==> config.mk <==
export PLATFORM = sky130hd
export DESIGN_NAME = pcrt_cell
export DESIGN_NICKNAME = d
export VERILOG_FILES = /design/src/sv/pcrt_pkg.sv /design/src/sv/pcrt_cell.sv
export SDC_FILE = /design/constraint.sdc
export NUM_CORES = 1
export LEC_CHECK = 0
export BUFFER_PORTS_ARGS = -buffer_cell sky130_fd_sc_hd__buf_2
export CORE_MARGIN = 2
export CORE_UTILIZATION = 48
export DETAILED_ROUTE_END_ITERATION = 12
export PLACE_DENSITY = 0.84
export SLEW_MARGIN = 0
export SYNTH_ARGS = -nofsm -noshare
export SYNTH_HDL_FRONTEND = slang
export SYNTH_SLANG_ARGS = --single-unit
==> constraint.sdc <==
create_clock -name clk -period 5.45 [get_ports clk]
set_input_delay 0.8175 -clock clk [delete_from_list [all_inputs] [get_ports clk]]
set_output_delay 0.8175 -clock clk [all_outputs]
set_load 0.05 [all_outputs]
==> src/sv/pcrt_pkg.sv <==
// Shared types and codes for the palette color remap table.
// Holds the request record that travels down the cell chain and the status codes.
// No dependencies.
`timescale 1ns / 1ps
`default_nettype none

package pcrt_pkg;

  localparam int PAL_W   = 2;
  localparam int COLOR_W = 32;

  localparam logic MODE_LOAD = 1'b0;
  localparam logic MODE_MAP  = 1'b1;

  typedef enum logic [2:0] {
    ST_MAPPED    = 3'd0,
    ST_PASSED    = 3'd1,
    ST_STORED    = 3'd2,
    ST_DUPLICATE = 3'd3,
    ST_FULL      = 3'd4
  } status_t;

  // One request in flight. On a map hit the key field is replaced by the
  // replacement color, so the result color is read from it at the end.
  typedef struct packed {
    logic               vld;
    logic               mode;
    logic [PAL_W-1:0]   palette;
    logic [COLOR_W-1:0] key;
    logic [COLOR_W-1:0] val;
    logic               done;
    status_t            status;
  } item_t;

endpackage

`default_nettype wire

==> src/sv/pcrt_cell.sv <==
// One table entry of the remap chain: a key, its replacement and a valid bit.
// Compares or stores the passing request and hands it to the next cell.
// Depends on pcrt_pkg.
`timescale 1ns / 1ps
`default_nettype none

module pcrt_cell
  import pcrt_pkg::*;
#(
  parameter int CELL_PAL = 0
) (
  input  wire logic  clk,
  input  wire logic  rst,
  input  wire logic  en,
  input  wire item_t item_in,
  output item_t      item_out
);

  logic               entry_vld;
  logic [COLOR_W-1:0] entry_key;
  logic [COLOR_W-1:0] entry_val;

  item_t item_next;
  logic  sel;
  logic  key_eq;
  logic  store;

  assign sel    = item_in.vld && !item_in.done && (int'(item_in.palette) == CELL_PAL);
  assign key_eq = entry_vld && (entry_key == item_in.key);

  // Entries fill in order, so the first empty cell of a palette is its
  // next free slot and every stored key lies in front of it.
  always_comb begin
    item_next = item_in;
    store     = 1'b0;
    if (sel) begin
      if (key_eq) begin
        item_next.done = 1'b1;
        if (item_in.mode == MODE_MAP) begin
          item_next.key    = entry_val;
          item_next.status = ST_MAPPED;
        end else begin
          item_next.status = ST_DUPLICATE;
        end
      end else if (!entry_vld && item_in.mode == MODE_LOAD) begin
        store            = 1'b1;
        item_next.done   = 1'b1;
        item_next.status = ST_STORED;
      end
    end
  end

  always_ff @(posedge clk) begin
    if (rst) begin
      entry_vld    <= 1'b0;
      item_out.vld <= 1'b0;
    end else if (en) begin
      item_out <= item_next;
      if (store) begin
        entry_vld <= 1'b1;
      end
    end
  end

  always_ff @(posedge clk) begin
    if (en && store) begin
      entry_key <= item_in.key;
      entry_val <= item_in.val;
    end
  end

endmodule

`default_nettype wire

=== After elaboration in Yosys (flattened, before gate mapping) ===
Cells that the tools add are included.

* Bits of input ports: 75
* Flip-flop bits (word level): 137

* Muxes and demuxes: 10
* Eq/ne operators: 1
* Bitwise logic cells: 2
* Reductions and logical operators: 10

{| class="wikitable"
|+ Operators with widths
! cell !! count
|-
| $mux W32 || 3
|-
| $eq A32 B32 Y1 || 1
|-
| $mux W4 || 3
|-
| $logic_and A1 B1 Y1 || 5
|-
| $reduce_and A2 Y1 || 2
|-
| $mux W1 || 3
|-
| $logic_not A1 Y1 || 2
|-
| $logic_not A2 Y1 || 1
|-
| $mux W2 || 1
|-
| $not A1 Y1 || 2
|}

=== Longest topological paths before layout ===
* Word-level depth: 6
* Depth in mapped cells: 7

=== Worst setup path before layout ===
Ideal clock, no wire load.

* Kind: input-to-reg
* From: input rst
* To: register item_out[0] (netlist name), enable pin
* Stages on the path: 1
* Setup time: 0.510 ns
* Path slack: 0.952 ns
* Arrival time: 3.988 ns
* Cell sequence: nor2b_1

* Cells in the longest elaborated chain, start to end: 2

{| class="wikitable"
|+ Ends and longest elaborated chain
! item !! line !! source
|-
| from (decl) || pcrt_cell.sv:13 || <nowiki>input wire logic rst,</nowiki>
|-
| $not A1 Y1 (no source line) || - ||
|-
| $reduce_and A2 Y1 (no source line) || - ||
|-
| to (signal assigned) || pcrt_cell.sv:58 || <nowiki>item_out <= item_next;</nowiki>
|-
| to (decl) || pcrt_cell.sv:16 || <nowiki>output item_t item_out</nowiki>
|}

Every way passes these cells.
A chain may end at the register's enable or synchronous reset.

==> out/metrics.csv <==
stage,metric,value,unit
status,run_status,"finished, final reports clean",
sta,setup_tns,0,ns
logic_synthesis,ys_async_sr_fraction,0,%
floorplanning,rows,38,
clock_tree,cts_resized,0,
cells_and_area,synthToLayoutAreaGrowth,27.9,%
critical_path,cpMaxStageDelayCell,and4b_2,
detailed_routing,via_count,2844,
placement,hpwl,6.60,mm
logic_synthesis,ys.flop_type,edfxtp_1,
sta,min_period,3.10,ns
global_routing,overflow,0,
clock_tree,clk_latency,0.51,ns
logic_synthesis,yosys.cell_types.count,36,
detailed_routing,drc,0,
critical_path,crit_chain,"buf_2, xnor2_1, nand4_1, nor4_1, and4b_2, mux2_2",
sta,finalCritPeriodShare,56.8,%
sta,setup_viol,0,
placement,io_buffers,146,
cells_and_area,drive_gt1_share,50.8,%
critical_path,crit_cells,6,
logic_synthesis,synth_cells,253,
hold_path,hold_class,in2reg,
logic_synthesis,yosysTopAreaCellShare,77.8,%
critical_path,cp.buffers_inverters,1,
logic_synthesis,synth_top_area_cell,edfxtp_1,
global_routing,grt_pass1_vias,2803,
floorplanning,core_area,0.0107,sq mm
detailed_routing,ant_nets,0,
cells_and_area,mostFrequentLayoutCell,buf_2,
global_routing,grt_max_degree,38,
cells_and_area,nNetsFinal,491,
placement,place_inst,537,
detailed_routing,drt_iter0_markers,140,
sta,tightestPinTransition,1.18,ns
logic_synthesis,yosysSeqAreaShare,78.5,%
global_routing,grt_usage,16.7,%
logic_synthesis,synth_fp_nets,328,
detailed_routing,drtPass1Iterations,4,
sta,fmax,323,MHz
logic_synthesis,yosys_register_bits,137,
critical_path,reg2reg_depth,5,
cells_and_area,final_cells,567,
sta,finalMaxSlewViolations,0,
sta,rsz0062_at_grt,false,
power_and_ir_drop,vdd_drop_max,0.219,mV
placement,gp_congestion,0.737,
critical_path,cp-end-kind,register,
critical_path,cp_max_fo,33,
critical_path,crit_path_start_kind,primary input,
power_and_ir_drop,leakage,2.52,nW
logic_synthesis,synthTopCellsByArea,"edfxtp_1 78%, mux2_4 8.4%, xnor2_1 3.7%, buf_12 1.2%, dfxtp_1 0.77%",
logic_synthesis,synth_edf_count,135,
critical_path,crit_family,simple AND/OR/NAND/NOR gates,
sta,hold_viol,0,
critical_path,critPathMaxStageDelay,1.13,ns
clock_tree,cts_sinks,137,
floorplanning,die_h,108,microns
floorplanning,initial_core_util,48.7,%
sta,fin_skew,0.0124,ns
sta,relSlewSlack,21.1,%
clock_tree,cts_buffers,17,
cells_and_area,final_cell_mix,"146 x buf_2, 135 x edfxtp_1, 29 x mux2_4",
clock_tree,hold_buffers,0,
clock_tree,h-tree-depth,4,
hold_path,min_path_cells,1,
critical_path,crit_type,in2reg,
detailed_routing,vias_per_cell,5.02,
logic_synthesis,syn_avg_cell_area,20.6,sq um
clock_tree,cts_buffer_depth,2,
logic_synthesis,netlist_area,0.00521,sq mm
global_routing,antenna_found_initial,0,
critical_path,cp.required,5.71,ns
global_routing,grt_pass1_wl,14.1,mm
floorplanning,die_x,108,microns
clock_tree,clk_pin_slew,0.06,ns
floorplanning,io_pins,147,
detailed_routing,wire_per_inst,17.1,microns
floorplanning,die-area,0.0117,sq mm
clock_tree,post-cts-setup-buffer-count,0,
clock_tree,cts-root-buf,clkbuf_8,
power_and_ir_drop,powerDensity,392,mW/mm^2
run,maxCapViolCount,0,
clock_tree,cts_tree,built,
logic_synthesis,yosysWarnings,0,
critical_path,crit_arrival,3.35,ns
cells_and_area,n_antenna_cell,0,
detailed_routing,finalWirelength,9.69,mm
## cell families (layout without fill, tap and decap cells)
kind of cell	count (synthesis)	in the layout	share of synthesized area, %
flops	137	137	78.5
mux	33	33	9.19
compound gates	12	12	1.85
simple gates	37	37	4.58
xor+xnor	24	24	4.03
buf+inv	10	184	1.80
## final timing paths
check / start / slack (ns) / to
hold / removal: item_in[24] / 0.49 / item_out[24]
setup reg to reg: entry_key[8] / 2.37 / item_out[36]
setup / recovery: item_in[42] / 2.35 / item_out[36]
hold reg to reg: item_out[71] / 0.52 / item_out[71]
## where the power goes
part           switching (mW)  internal [mW]
Sequential             0.0109           1.21
Combinational           0.186         0.0701
Clock                   0.409          0.734
## stage by stage
step	utilization (%)	instance area, sq um	setup WS (ns)	total power [mW]	hold slack [ns]
after detailed placement	56.8	6070	1.77	1.50	0.514
after floorplan	-	5210	0.952	1.41	0.492
final	62.3	6670	2.35	2.62	0.492
after global routing	62.3	6670	2.19	2.70	0.462
after CTS	62.3	6670	2.31	2.64	0.466
after global placement	56.8	6070	1.80	1.49	0.481
## cell usage after synthesis, types with 2 or more instances
cell type and instances:
edfxtp_1 135, mux2_4 29, xnor2_1 22, nor2_1 7, inv_1 6, nand2b_1 5
nand4_1 5, nand2_1 4, buf_12 3, mux2_2 3, nor3_1 3, o21ai_0 3
dfxtp_1 2, nor2b_1 2, o221ai_1 2, xor2_1 2
## worst register-to-register path: cells and delay by family (launching register included)
family           cells  cell delay [ns]
flip-flops           1             0.40
multiplexers         1             0.43
AND/OR/NAND/NOR      3             1.81
XOR/XNOR             1             0.18
## area by class of cell
class | instances | area, sq um
clock buffer | 17 | 414
clock inverter | 13 | 180
fill | 804 | 4030
inverter | 6 | 22.5
multi-input combinational | 106 | 1030
sequential | 137 | 4090
tap | 140 | 175
timing repair buffer | 148 | 746
## flip-flops by register name, summed over array words and instances, names as in the netlist
| register | flops |
|---|---|
| entry_key | 32 |
| entry_val | 32 |
| entry_vld | 1 |
| item_out | 72 |
## layer usage
layer  global-route usage, %  up-vias  routed length (microns)
met1                    20.4     1380                     4050
met4                    6.14        0                      108
met2                    26.5      126                     4730
li1                        -     1325                        -
met5                       0        -                        0
met3                    7.17       13                      807
Power figures use the tool's default switching activity.
